--- src/design/dmf_pkg.sv ---
// Shared types and codes for the deduplicating message queue.
package dmf_pkg;

   // operation codes
   localparam logic OP_ADD = 1'b0;
   localparam logic OP_POP = 1'b1;

   // result status codes
   localparam logic [2:0] ST_ADDED     = 3'd0;
   localparam logic [2:0] ST_DUPLICATE = 3'd1;
   localparam logic [2:0] ST_FULL      = 3'd2;
   localparam logic [2:0] ST_POPPED    = 3'd3;
   localparam logic [2:0] ST_EMPTY     = 3'd4;

   localparam int unsigned CODE_W = 32;
   localparam int unsigned PARAM_W = 32;

   // one result item as handed from the sequencer to the output stage
   typedef struct packed {
      logic [2:0]         status;
      logic [CODE_W-1:0]  out_code;
      logic [PARAM_W-1:0] out_word;
      logic [PARAM_W-1:0] out_long;
   } result_type;

endpackage

--- src/design/dmf_if.sv ---
// Valid/ready channel interfaces for request and response items.
interface dmf_req_if;
   logic        valid;
   logic        ready;
   logic        operation;
   logic [31:0] message_code;
   logic [31:0] word_param;
   logic [31:0] long_param;

   modport source (output valid, operation, message_code, word_param, long_param,
                   input ready);
   modport sink (input valid, operation, message_code, word_param, long_param,
                 output ready);
endinterface

interface dmf_rsp_if;
   logic        valid;
   logic        ready;
   logic [2:0]  status;
   logic [31:0] out_code;
   logic [31:0] out_word;
   logic [31:0] out_long;

   modport source (output valid, status, out_code, out_word, out_long, input ready);
   modport sink (input valid, status, out_code, out_word, out_long, output ready);
endinterface

--- src/design/dmf_ram.sv ---
// Generic single-write, single-read RAM with registered read data.
module dmf_ram #(
   parameter int WIDTH = 32,
   parameter int DEPTH = 16
) (
   input  logic                     clock,
   input  logic                     wr_en,
   input  logic [$clog2(DEPTH)-1:0] wr_addr,
   input  logic [WIDTH-1:0]         wr_data,
   input  logic [$clog2(DEPTH)-1:0] rd_addr,
   output logic [WIDTH-1:0]         rd_data
);

   logic [WIDTH-1:0] mem_ff [DEPTH];
   logic [WIDTH-1:0] rd_data_ff;

   // write port and registered read port
   always_ff @(posedge clock) begin
      if (wr_en) begin
         mem_ff[wr_addr] <= wr_data;
      end
      rd_data_ff <= mem_ff[rd_addr];
   end

   assign rd_data = rd_data_ff;

endmodule

--- src/design/dmf_seq.sv ---
// Sequencer: pointers, fill count and the shared code comparator that scans entries.
module dmf_seq
   import dmf_pkg::*;
#(
   parameter int QUEUE_DEPTH = 16,
   localparam int PTR_W = $clog2(QUEUE_DEPTH),
   localparam int CNT_W = $clog2(QUEUE_DEPTH + 1)
) (
   input  logic                      clock,
   input  logic                      reset,
   dmf_req_if.sink                   req,
   // entry stores
   output logic                      wr_en,
   output logic [PTR_W-1:0]          wr_addr,
   output logic [CODE_W-1:0]         wr_code,
   output logic [2*PARAM_W-1:0]      wr_params,
   output logic [PTR_W-1:0]          code_rd_addr,
   output logic [PTR_W-1:0]          param_rd_addr,
   input  logic [CODE_W-1:0]         code_rd_data,
   input  logic [2*PARAM_W-1:0]      param_rd_data,
   // result handoff
   output result_type                res,
   input  logic                      out_free,
   output logic                      res_valid
);

   typedef enum logic [1:0] {IDLE, SCAN, POP_WAIT, FINISH} state_type;

   localparam logic [PTR_W-1:0] LAST_SLOT = PTR_W'(QUEUE_DEPTH - 1);
   localparam logic [CNT_W-1:0] FULL_COUNT = CNT_W'(QUEUE_DEPTH);

   state_type           state_ff, state_in;
   logic [PTR_W-1:0]    head_ff, head_in;
   logic [PTR_W-1:0]    tail_ff, tail_in;
   logic [CNT_W-1:0]    fill_ff, fill_in;
   logic [PTR_W-1:0]    scan_slot_ff, scan_slot_in;
   logic [CNT_W-1:0]    issue_left_ff, issue_left_in;
   logic                cmp_valid_ff, cmp_valid_in;
   logic [CODE_W-1:0]   code_ff, code_in;
   logic [PARAM_W-1:0]  word_ff, word_in;
   logic [PARAM_W-1:0]  long_ff, long_in;
   result_type          res_ff, res_in;
   logic                accept;

   function automatic logic [PTR_W-1:0] next_slot(input logic [PTR_W-1:0] slot);
      return (slot == LAST_SLOT) ? '0 : slot + 1'b1;
   endfunction

   assign req.ready = (state_ff == IDLE);
   assign accept = req.valid && (state_ff == IDLE);

   // the scan reads the code store one slot a cycle; a pop reads the head
   assign code_rd_addr  = (state_ff == SCAN) ? scan_slot_ff : head_ff;
   assign param_rd_addr = head_ff;
   assign wr_addr       = tail_ff;

   // an add to an empty queue writes straight from the request
   assign wr_code   = (state_ff == IDLE) ? req.message_code : code_ff;
   assign wr_params = (state_ff == IDLE) ? {req.word_param, req.long_param}
                                         : {word_ff, long_ff};

   assign res       = res_ff;
   assign res_valid = (state_ff == FINISH) && out_free;

   // next-state logic
   always_comb begin
      state_in      = state_ff;
      head_in       = head_ff;
      tail_in       = tail_ff;
      fill_in       = fill_ff;
      scan_slot_in  = scan_slot_ff;
      issue_left_in = issue_left_ff;
      cmp_valid_in  = 1'b0;
      code_in       = code_ff;
      word_in       = word_ff;
      long_in       = long_ff;
      res_in        = res_ff;
      wr_en         = 1'b0;

      unique case (state_ff)
         IDLE: begin
            if (accept) begin
               code_in = req.message_code;
               word_in = req.word_param;
               long_in = req.long_param;
               res_in  = '{status: ST_ADDED, out_code: '0, out_word: '0, out_long: '0};
               if (req.operation == OP_POP) begin
                  if (fill_ff == '0) begin
                     res_in.status = ST_EMPTY;
                     state_in      = FINISH;
                  end else begin
                     head_in  = next_slot(head_ff);
                     fill_in  = fill_ff - 1'b1;
                     state_in = POP_WAIT;
                  end
               end else if (fill_ff == '0) begin
                  // nothing stored: no duplicate possible
                  wr_en    = 1'b1;
                  tail_in  = next_slot(tail_ff);
                  fill_in  = fill_ff + 1'b1;
                  state_in = FINISH;
               end else begin
                  scan_slot_in  = head_ff;
                  issue_left_in = fill_ff;
                  state_in      = SCAN;
               end
            end
         end
         SCAN: begin
            // issue one read a cycle, compare the one issued last cycle
            if (issue_left_ff != '0) begin
               scan_slot_in  = next_slot(scan_slot_ff);
               issue_left_in = issue_left_ff - 1'b1;
               cmp_valid_in  = 1'b1;
            end
            if (cmp_valid_ff && (code_rd_data == code_ff)) begin
               res_in.status = ST_DUPLICATE;
               state_in      = FINISH;
            end else if (issue_left_ff == '0) begin
               if (fill_ff == FULL_COUNT) begin
                  res_in.status = ST_FULL;
               end else begin
                  wr_en         = 1'b1;
                  tail_in       = next_slot(tail_ff);
                  fill_in       = fill_ff + 1'b1;
                  res_in.status = ST_ADDED;
               end
               state_in = FINISH;
            end
         end
         POP_WAIT: begin
            res_in = '{status: ST_POPPED, out_code: code_rd_data,
                       out_word: param_rd_data[2*PARAM_W-1:PARAM_W],
                       out_long: param_rd_data[PARAM_W-1:0]};
            state_in = FINISH;
         end
         FINISH: begin
            if (out_free) begin
               state_in = IDLE;
            end
         end
         default: begin
            state_in = IDLE;
         end
      endcase
   end

   // state and registered outputs
   always_ff @(posedge clock) begin
      if (reset) begin
         state_ff      <= IDLE;
         head_ff       <= '0;
         tail_ff       <= '0;
         fill_ff       <= '0;
         issue_left_ff <= '0;
         cmp_valid_ff  <= 1'b0;
      end else begin
         state_ff      <= state_in;
         head_ff       <= head_in;
         tail_ff       <= tail_in;
         fill_ff       <= fill_in;
         issue_left_ff <= issue_left_in;
         cmp_valid_ff  <= cmp_valid_in;
      end
      scan_slot_ff <= scan_slot_in;
      code_ff      <= code_in;
      word_ff      <= word_in;
      long_ff      <= long_in;
      res_ff       <= res_in;
   end

endmodule

--- src/design/dedup_message_fifo.sv ---
// Top level of the deduplicating message queue: entry stores, sequencer, output register.
// An add scans the stored entries until one matches, or all of them when none does; an add to
// an empty queue, a pop and an empty pop need no scan. The result passes through the output
// register to the response channel; the next item may be taken while it waits there, but
// its own result stalls until taken.
// Synchronous active-high reset empties the queue and drops any pending result.
module dedup_message_fifo
   import dmf_pkg::*;
#(
   parameter int QUEUE_DEPTH = 16
) (
   input  logic      clock,
   input  logic      reset,
   dmf_req_if.sink   req_chan,
   dmf_rsp_if.source rsp_chan
);

   localparam int PTR_W = $clog2(QUEUE_DEPTH);

   logic                   wr_en;
   logic [PTR_W-1:0]       wr_addr;
   logic [CODE_W-1:0]      wr_code;
   logic [2*PARAM_W-1:0]   wr_params;
   logic [PTR_W-1:0]       code_rd_addr;
   logic [PTR_W-1:0]       param_rd_addr;
   logic [CODE_W-1:0]      code_rd_data;
   logic [2*PARAM_W-1:0]   param_rd_data;
   result_type             res;
   logic                   res_valid;
   logic                   out_free;
   logic                   out_valid_ff, out_valid_in;
   result_type             out_ff, out_in;

   dmf_ram #(.WIDTH(CODE_W), .DEPTH(QUEUE_DEPTH)) u_code_ram (
      .clock   (clock),
      .wr_en   (wr_en),
      .wr_addr (wr_addr),
      .wr_data (wr_code),
      .rd_addr (code_rd_addr),
      .rd_data (code_rd_data)
   );

   dmf_ram #(.WIDTH(2*PARAM_W), .DEPTH(QUEUE_DEPTH)) u_param_ram (
      .clock   (clock),
      .wr_en   (wr_en),
      .wr_addr (wr_addr),
      .wr_data (wr_params),
      .rd_addr (param_rd_addr),
      .rd_data (param_rd_data)
   );

   dmf_seq #(.QUEUE_DEPTH(QUEUE_DEPTH)) u_seq (
      .clock         (clock),
      .reset         (reset),
      .req           (req_chan),
      .wr_en         (wr_en),
      .wr_addr       (wr_addr),
      .wr_code       (wr_code),
      .wr_params     (wr_params),
      .code_rd_addr  (code_rd_addr),
      .param_rd_addr (param_rd_addr),
      .code_rd_data  (code_rd_data),
      .param_rd_data (param_rd_data),
      .res           (res),
      .out_free      (out_free),
      .res_valid     (res_valid)
   );

   // output register: free when empty or being taken this cycle
   assign out_free = !out_valid_ff || rsp_chan.ready;

   always_comb begin
      out_valid_in = out_valid_ff;
      out_in       = out_ff;
      if (res_valid) begin
         out_valid_in = 1'b1;
         out_in       = res;
      end else if (rsp_chan.ready) begin
         out_valid_in = 1'b0;
      end
   end

   always_ff @(posedge clock) begin
      if (reset) begin
         out_valid_ff <= 1'b0;
      end else begin
         out_valid_ff <= out_valid_in;
      end
      out_ff <= out_in;
   end

   assign rsp_chan.valid    = out_valid_ff;
   assign rsp_chan.status   = out_ff.status;
   assign rsp_chan.out_code = out_ff.out_code;
   assign rsp_chan.out_word = out_ff.out_word;
   assign rsp_chan.out_long = out_ff.out_long;

endmodule

--- src/flat_wrapper.sv ---
// flat-port wrapper written by rule: the top's interface ports become plain ports
module dedup_message_fifo_flat import dmf_pkg::*;
#(
   parameter int QUEUE_DEPTH = 16
)
  (clock, reset, req_chan_valid, req_chan_operation, req_chan_message_code, req_chan_word_param, req_chan_long_param, req_chan_ready, rsp_chan_valid, rsp_chan_status, rsp_chan_out_code, rsp_chan_out_word, rsp_chan_out_long, rsp_chan_ready);
  dmf_req_if req_chan_i ();
  dmf_rsp_if rsp_chan_i ();
  input  logic clock;
  input  logic reset;
  input wire logic [$bits(req_chan_i.valid)-1:0] req_chan_valid;
  input wire logic [$bits(req_chan_i.operation)-1:0] req_chan_operation;
  input wire logic [$bits(req_chan_i.message_code)-1:0] req_chan_message_code;
  input wire logic [$bits(req_chan_i.word_param)-1:0] req_chan_word_param;
  input wire logic [$bits(req_chan_i.long_param)-1:0] req_chan_long_param;
  output wire logic [$bits(req_chan_i.ready)-1:0] req_chan_ready;
  output wire logic [$bits(rsp_chan_i.valid)-1:0] rsp_chan_valid;
  output wire logic [$bits(rsp_chan_i.status)-1:0] rsp_chan_status;
  output wire logic [$bits(rsp_chan_i.out_code)-1:0] rsp_chan_out_code;
  output wire logic [$bits(rsp_chan_i.out_word)-1:0] rsp_chan_out_word;
  output wire logic [$bits(rsp_chan_i.out_long)-1:0] rsp_chan_out_long;
  input wire logic [$bits(rsp_chan_i.ready)-1:0] rsp_chan_ready;
  assign req_chan_i.valid = req_chan_valid;
  assign req_chan_i.operation = req_chan_operation;
  assign req_chan_i.message_code = req_chan_message_code;
  assign req_chan_i.word_param = req_chan_word_param;
  assign req_chan_i.long_param = req_chan_long_param;
  assign req_chan_ready = req_chan_i.ready;
  assign rsp_chan_valid = rsp_chan_i.valid;
  assign rsp_chan_status = rsp_chan_i.status;
  assign rsp_chan_out_code = rsp_chan_i.out_code;
  assign rsp_chan_out_word = rsp_chan_i.out_word;
  assign rsp_chan_out_long = rsp_chan_i.out_long;
  assign rsp_chan_i.ready = rsp_chan_ready;
  dedup_message_fifo #(.QUEUE_DEPTH(QUEUE_DEPTH)) u_core (.clock(clock), .reset(reset), .req_chan(req_chan_i), .rsp_chan(rsp_chan_i));
endmodule
--- config.mk ---
export PLATFORM = sky130hd
export DESIGN_NAME = dedup_message_fifo_flat
export DESIGN_NICKNAME = d
export VERILOG_FILES = /design/src/design/dmf_pkg.sv /design/src/design/dmf_if.sv /design/src/design/dmf_ram.sv /design/src/design/dmf_seq.sv /design/src/design/dedup_message_fifo.sv /design/src/flat_wrapper.sv
export SDC_FILE = /design/constraint.sdc
export NUM_CORES = 2
export LEC_CHECK = 0
export ABC_AREA = 1
export BUFFER_PORTS_ARGS = -buffer_cell sky130_fd_sc_hd__buf_4
export CAP_MARGIN = 20
export CORE_ASPECT_RATIO = 0.5
export CORE_MARGIN = 2
export CORE_UTILIZATION = 40
export DETAILED_ROUTE_END_ITERATION = 7
export SYNTH_ARGS = -nofsm -noshare
export SYNTH_HDL_FRONTEND = slang
export SYNTH_SLANG_ARGS = --single-unit
--- constraint.sdc ---
create_clock -name clock -period 18.5 [get_ports clock]
set_input_delay 1.85 -clock clock [delete_from_list [all_inputs] [get_ports clock]]
set_output_delay 1.85 -clock clock [all_outputs]
set_load 0.03 [all_outputs]
After elaboration in Yosys (flattened, before gate mapping):

Memory sizes are Yosys's and may differ from the RTL's. A register that Yosys moved wholly into a read port is not among the register bits.
Cells that the tools add are included.

* output and inout port bits: 101
* RAM bits: 1536
* register bits: 320
* memories: 2
* word-level logic and storage cells: 130
* input port bits: 101

* reductions and logical operators: 22
* add/sub/neg operators: 6
* bitwise gates (word level): 2
* equal/unequal tests: 20
* mux-type cells: 59

Memory list
* u_core.u_param_ram.mem_ff: depth 16, width 64, rd ports 1, clocked after memory_dff 1, write ports 1, line dmf_ram.sv:14 `logic [WIDTH-1:0] mem_ff [DEPTH];`
* u_core.u_code_ram.mem_ff: depth 16, width 32, rd ports 1, clocked after memory_dff 1, write ports 1, line dmf_ram.sv:14

Operator list (number)
* $pmux W96 S2: 1
* $mux W99: 1
* $mux W64: 1
* $mux W4: 14
* $mux W5: 11
* $eq A32 B32 Y1: 1
* $mux W32: 1
* $pmux W5 S2: 2
* $pmux W4 S2: 2
* $mux W2: 7
* $reduce_and A7 Y1: 2
* $add A4 B1 Y4 const B: 3
* $eq A4 B4 Y1 const B: 3
* $mux W1: 12
* $mux W3: 4
* $logic_not A5 Y1: 2
* $ne A2 B2 Y1 const B: 5
* $sub A5 B1 Y5 const B: 2
* $pmux W3 S3: 1
* $ne A2 B1 Y1 const B: 4
* $pmux W2 S4: 1
* $reduce_and A3 Y1: 2
* $reduce_bool A2 Y1: 3
* $add A5 B1 Y5 const B: 1
* 18 further kinds: 23

Logic depth before layout (Yosys ltp):

* word-level depth: 7
* mapped depth: 15
* mapped depth without buffers: 14

Cells and area by module:

Synthesis repeated with hierarchy kept, for this count alone.

* cells, all modules: 7541
* area total of the unflattened synthesis: 81197.9 um^2

By module, submodules not included
* dmf_ram (u_core.u_param_ram): cells each 4210, seq. area each 32030.7 um^2, area each 45285.9 um^2, instances 1
* dmf_ram (u_core.u_code_ram): cells each 2120, seq. area each 16015.4 um^2, area each 22730.6 um^2, instances 1
* dmf_seq: cells each 1107, seq. area each 6396.1 um^2, area each 10166.0 um^2, instances 1
* dedup_message_fifo: cells each 104, seq. area each 2992.9 um^2, area each 3015.4 um^2, instances 1

Worst setup path before layout:

No wires, ideal clock.

* path kind: input to register
* start: input req_chan_valid
* end: memory u_core.u_code_ram.mem_ff[30][0] (netlist: u_core.u_code_ram.mem_ff[15][0]), enable pin
* library setup time: 582 ps
* setup slack: 9069 ps
* arrival: 8849 ps
* buffers on the path: 0
* required time: 17918 ps
* cell stages on the path: 4
* path through: nand2_1 -> inv_1 -> nand3_1 -> a21oi_1

* longest elaborated chain between the ends: 5

RTL lines
* start: declaration: line flat_wrapper.sv:11 `input wire logic [$bits(req_chan_i.valid)-1:0] req_chan_valid;`
* $logic_and A1 B1 Y1: line dmf_seq.sv:50 `assign accept = req.valid && (state_ff == IDLE);`
* $mux W1: line dmf_seq.sv:82 `if (accept) begin`
* $pmux W1 S2: line dmf_seq.sv:80 `unique case (state_ff)`
* $mux W1: line dmf_ram.sv:19 `if (wr_en) begin`
* $mux W1 (not written as such): line dmf_ram.sv:20 `mem_ff[wr_addr] <= wr_data;`
* end: declaration: line dmf_ram.sv:14

No other way between the ends.

Worst setup path in the final report:

* start: register u_core.u_seq.state_ff[0]
* end: memory u_core.u_param_ram.mem_ff[14][0] in the netlist's numbering, enable pin

* longest elaborated chain between the ends: 6
* elaborated cells between the ends (all ways): 7
* those cells by class: 1 x eq/ne; 4 x mux; 2 x reduce/logical

RTL lines
* start: declaration: line dmf_seq.sv:32 `state_type state_ff, state_in;`
* start signal: assignment: line dmf_seq.sv:158 `state_ff <= state_in;`
* $logic_not A2 Y1: line dmf_seq.sv:50, dmf_seq.sv:80
* $logic_and A1 B1 Y1: line dmf_seq.sv:50
* $mux W1: line dmf_seq.sv:82
* $pmux W1 S2 (*): line dmf_seq.sv:80
* $mux W1 (*): line dmf_ram.sv:19
* $mux W1 (not written as such) (*): line dmf_ram.sv:20
* end: declaration: line dmf_ram.sv:14

Every way passes the cells marked *; elsewhere a longest branch is shown, timed or not.

==> results.md <==
* Status: finished, final reports clean
* Starting Density at 40.31%
* VDD IR max at roughly 0.12 mV
* CP Launch Type: flop
* Final period util at 29.90%
* Hold buffers post-CTS at 0
* Syn nets at 5608
* CTS resizes at 0
* RSZ-0062 raised after global routing: false
* Ys async rst share at 0%
* Num CTS Buffers at 175
* Top-area cell type share of the netlist area at 73.15%
* H-tree lvl count at 4
* Final ANT Viol Nets at 0
* Synthesized area per cell at ~14 sq um
* DRC at 0
* Fin area at 84950 sq um
* Worst hold stages at 0
* Least-Margin Pin Slew at 1.228 ns
* Predominant post-synthesis flop cell: edfxtp_1
* Setup_tns at 0 ns
* Total core area at 186800 sq um
* IO buf count at 201
* First-pass GRT wire length at 272.7 mm
* Reg clk slew, reported paths at 0.06 ns
* Routed len/inst at between 20 and 25 um
* PD cells at 149.6 nW/um^2
* Layout cell share with drive strength beyond 1 at 11.20%
* Post-DP HPWL at about 100 mm
* P_leak at approximately 29 nW
* Slew headroom at 18.12%
* Req. time, crit path at 18.95 ns
* Synth area leaders: edfxtp_1 73%, nor2_1 3.8%, nand2_1 3.2%, dfxtp_1 3.1%, o21ai_0 2.3%
* GP Congestion at 0.8134
* Vias in the first global route at 44600
* Max_cap viols at 0
* Worst reg2reg path depth at 10
* Drt total wl at 181.0 mm
* FF+latch count, synth at 1952
* P&R area growth vs syn at 12.82%
* CP cell instances: inv_1 > ha_4 > nand2_1 > inv_4 > nand3_1 > nand2_1 > nand2_1 > nor2_4 > buf_4 > buf_4
* Kind of critical path: reg -> reg
* Die height at between 300 and 400 um
* Worst Setup End Kind: flop
* Die Wd at 617.6 um
* Pin count of the biggest net entering global routing at 248
* Top post-synthesis cells by count: 1834 x edfxtp_1, 768 x nor2_1, 634 x nand2_1, 345 x o21ai_0, 324 x inv_1
* Nets at 5742
* Seq/Total Area, Yosys at 76.28%
* FMAX at ~180 MHz
* Syn Inst Count at 5492
* Initial antenna violation count at 4
* Clock Latency Late Sink at slightly above 0.8 ns
* Crit Path Max Fanout at 83
* Ant diodes at 0
* Post-synthesis cell type count at 41
* Initial DRC Count at 4386
* Hold Vio Cnt, Final at 0
* Post-CTS Setup Bufs at 0
* Area leader, netlist: edfxtp_1
* FF-to-FF setup slack at roughly 13 ns
* Syn Std Cell Area at 75290 sq um
* TritonRoute pass-1 iters at 6
* Crit path buf inv count at 4
* Rows at around 110
* Via count at 44790
* CTS sink count at 1952
* Grt ovf at 0
* Delay-heaviest family, CP: buffers and inverters
* Post-DP Area at 79380 sq um
* Top-level I/O count at 202
* GRT Total Usage at 18.49%
* CP max stage delay at 0.87 ns
* Synth warn at 0
* Die area at between 150000 and 200000 sq um
* Most used cell, CP: nand2_1
* Root Buffer: clkbuf_16
* Final setup viols at 0
* Final worst clock skew at 0.02610 ns
* EDFF count, synth at 1834
* Slew Viols, Final at 0
* Via density at 5.407
* Most instantiated library cell after synthesis: edfxtp_1
* Worst hold path type: reg -> reg
* Data arrival time of the worst path at about 6 ns
* CP Depth at 10
* Slowest CP cell: ha_4
* TritonCTS clock tree: done
* Final min period at 5.532 ns
* Worst-case clock buffer depth at 3
-- cell usage in the layout (no fill, tap or decap), types with 115 or more instances in the layout --
cell       count
nor2_1       751
inv_1        321
buf_4        298
a21oi_1      214
nand3_1      178
o21ai_0      334
o32ai_1      154
edfxtp_1    1834
dfxtp_1      115
nand2_1      634
clkbuf_16    180
-- per-stage QoR --
step / std cells / power (mW) / worst slack, ns / utilization [%] / hold slack [ns]
3_5_place_dp: 7952 / 9.326 / 12.57 / 42.50 / 0.4045
2_1_floorplan: 5492 / 8.173 / 9.069 / - / 0.4003
5_1_grt: 8284 / 13.27 / 12.65 / 45.47 / 0.4158
4_1_cts: 8279 / 12.80 / 12.88 / 45.42 / 0.4021
3_3_place_gp: 7948 / 9.231 / 12.66 / 42.47 / 0.4024
6_report: 8284 / 12.71 / 12.97 / 45.47 / 0.4092
-- per-layer routing --
layer  vias to the layer above  track usage [%]  wire length, um
li1                      20430                -                -
met2                      1339            31.17            88710
met1                     22740            24.62            77400
met5                         -                0               31
met4                         6            6.779             5468
met3                       268            2.349             9388
-- logic make-up (layout without fill, tap and decap cells) --
kind of cell	Yosys count	after routing	synth area share, %
buf+inv	677	961	3.721
simple gates	1599	1599	8.349
compound gates	1131	1131	9.854
fa+ha+maj	15	15	0.2493
flops	1952	1952	76.28
mux	103	103	1.369
xor+xnor	15	15	0.1745
-- worst register-to-register path, cell delays in order (launching register included) --
cell     delay (ns)
dfxtp_1        0.33
inv_1          0.18
ha_4           0.87
nand2_1        0.38
inv_4          0.57
nand3_1        0.27
nand2_1        0.19
nand2_1        0.25
nor2_4         0.52
buf_4          0.72
buf_4          0.86
-- final cells by class --
| class | instances | area [sq um] |
|---|---|---|
| Clock buffer | 237 | 4838 |
| Clock inverter | 90 | 614.3 |
| Fill cell | 16320 | 101900 |
| Inverter | 330 | 1256 |
| Multi-Input combinational cell | 2863 | 15270 |
| Sequential cell | 1952 | 57450 |
| Tap cell | 2508 | 3138 |
| Timing Repair Buffer | 304 | 2380 |
-- flip-flops by register name, indices dropped and copies added, names as in the netlist, 5 cells and up --
name                        flops
u_core.rsp_chan.out_long       32
u_core.u_seq.code_ff           32
u_core.u_seq.fill_ff            5
u_core.u_seq.res               99
u_core.u_param_ram.mem_ff    1024
u_core.u_code_ram.rd_data      32
u_core.u_seq.long_ff           32
u_core.u_code_ram.mem_ff      512
u_core.u_seq.issue_left_ff      5
u_core.rsp_chan.out_word       32
u_core.u_param_ram.rd_data     64
u_core.u_seq.word_ff           32
u_core.rsp_chan.out_code       32
-- power breakdown --
group	leakage (nW)	switching [mW]	total [mW]	internal (mW)
Combinational	8.63	2.32	3.08	0.757
Clock	2.69	1.59	3.49	1.90
Sequential	17.7	0.209	6.14	5.93
-- path summary, 6_finish.rpt --
kind	startpoint	to
max reg2reg	u_core.u_seq.state_ff[0]	u_core.u_param_ram.mem_ff[14][0]
max	u_core.u_seq.state_ff[0]	u_core.u_param_ram.mem_ff[14][0]
min	u_core.u_seq.res[28]	u_core.rsp_chan.out_long[28]
min reg2reg	u_core.u_seq.res[28]	u_core.rsp_chan.out_long[28]
(Power assumes the default switching activity.)
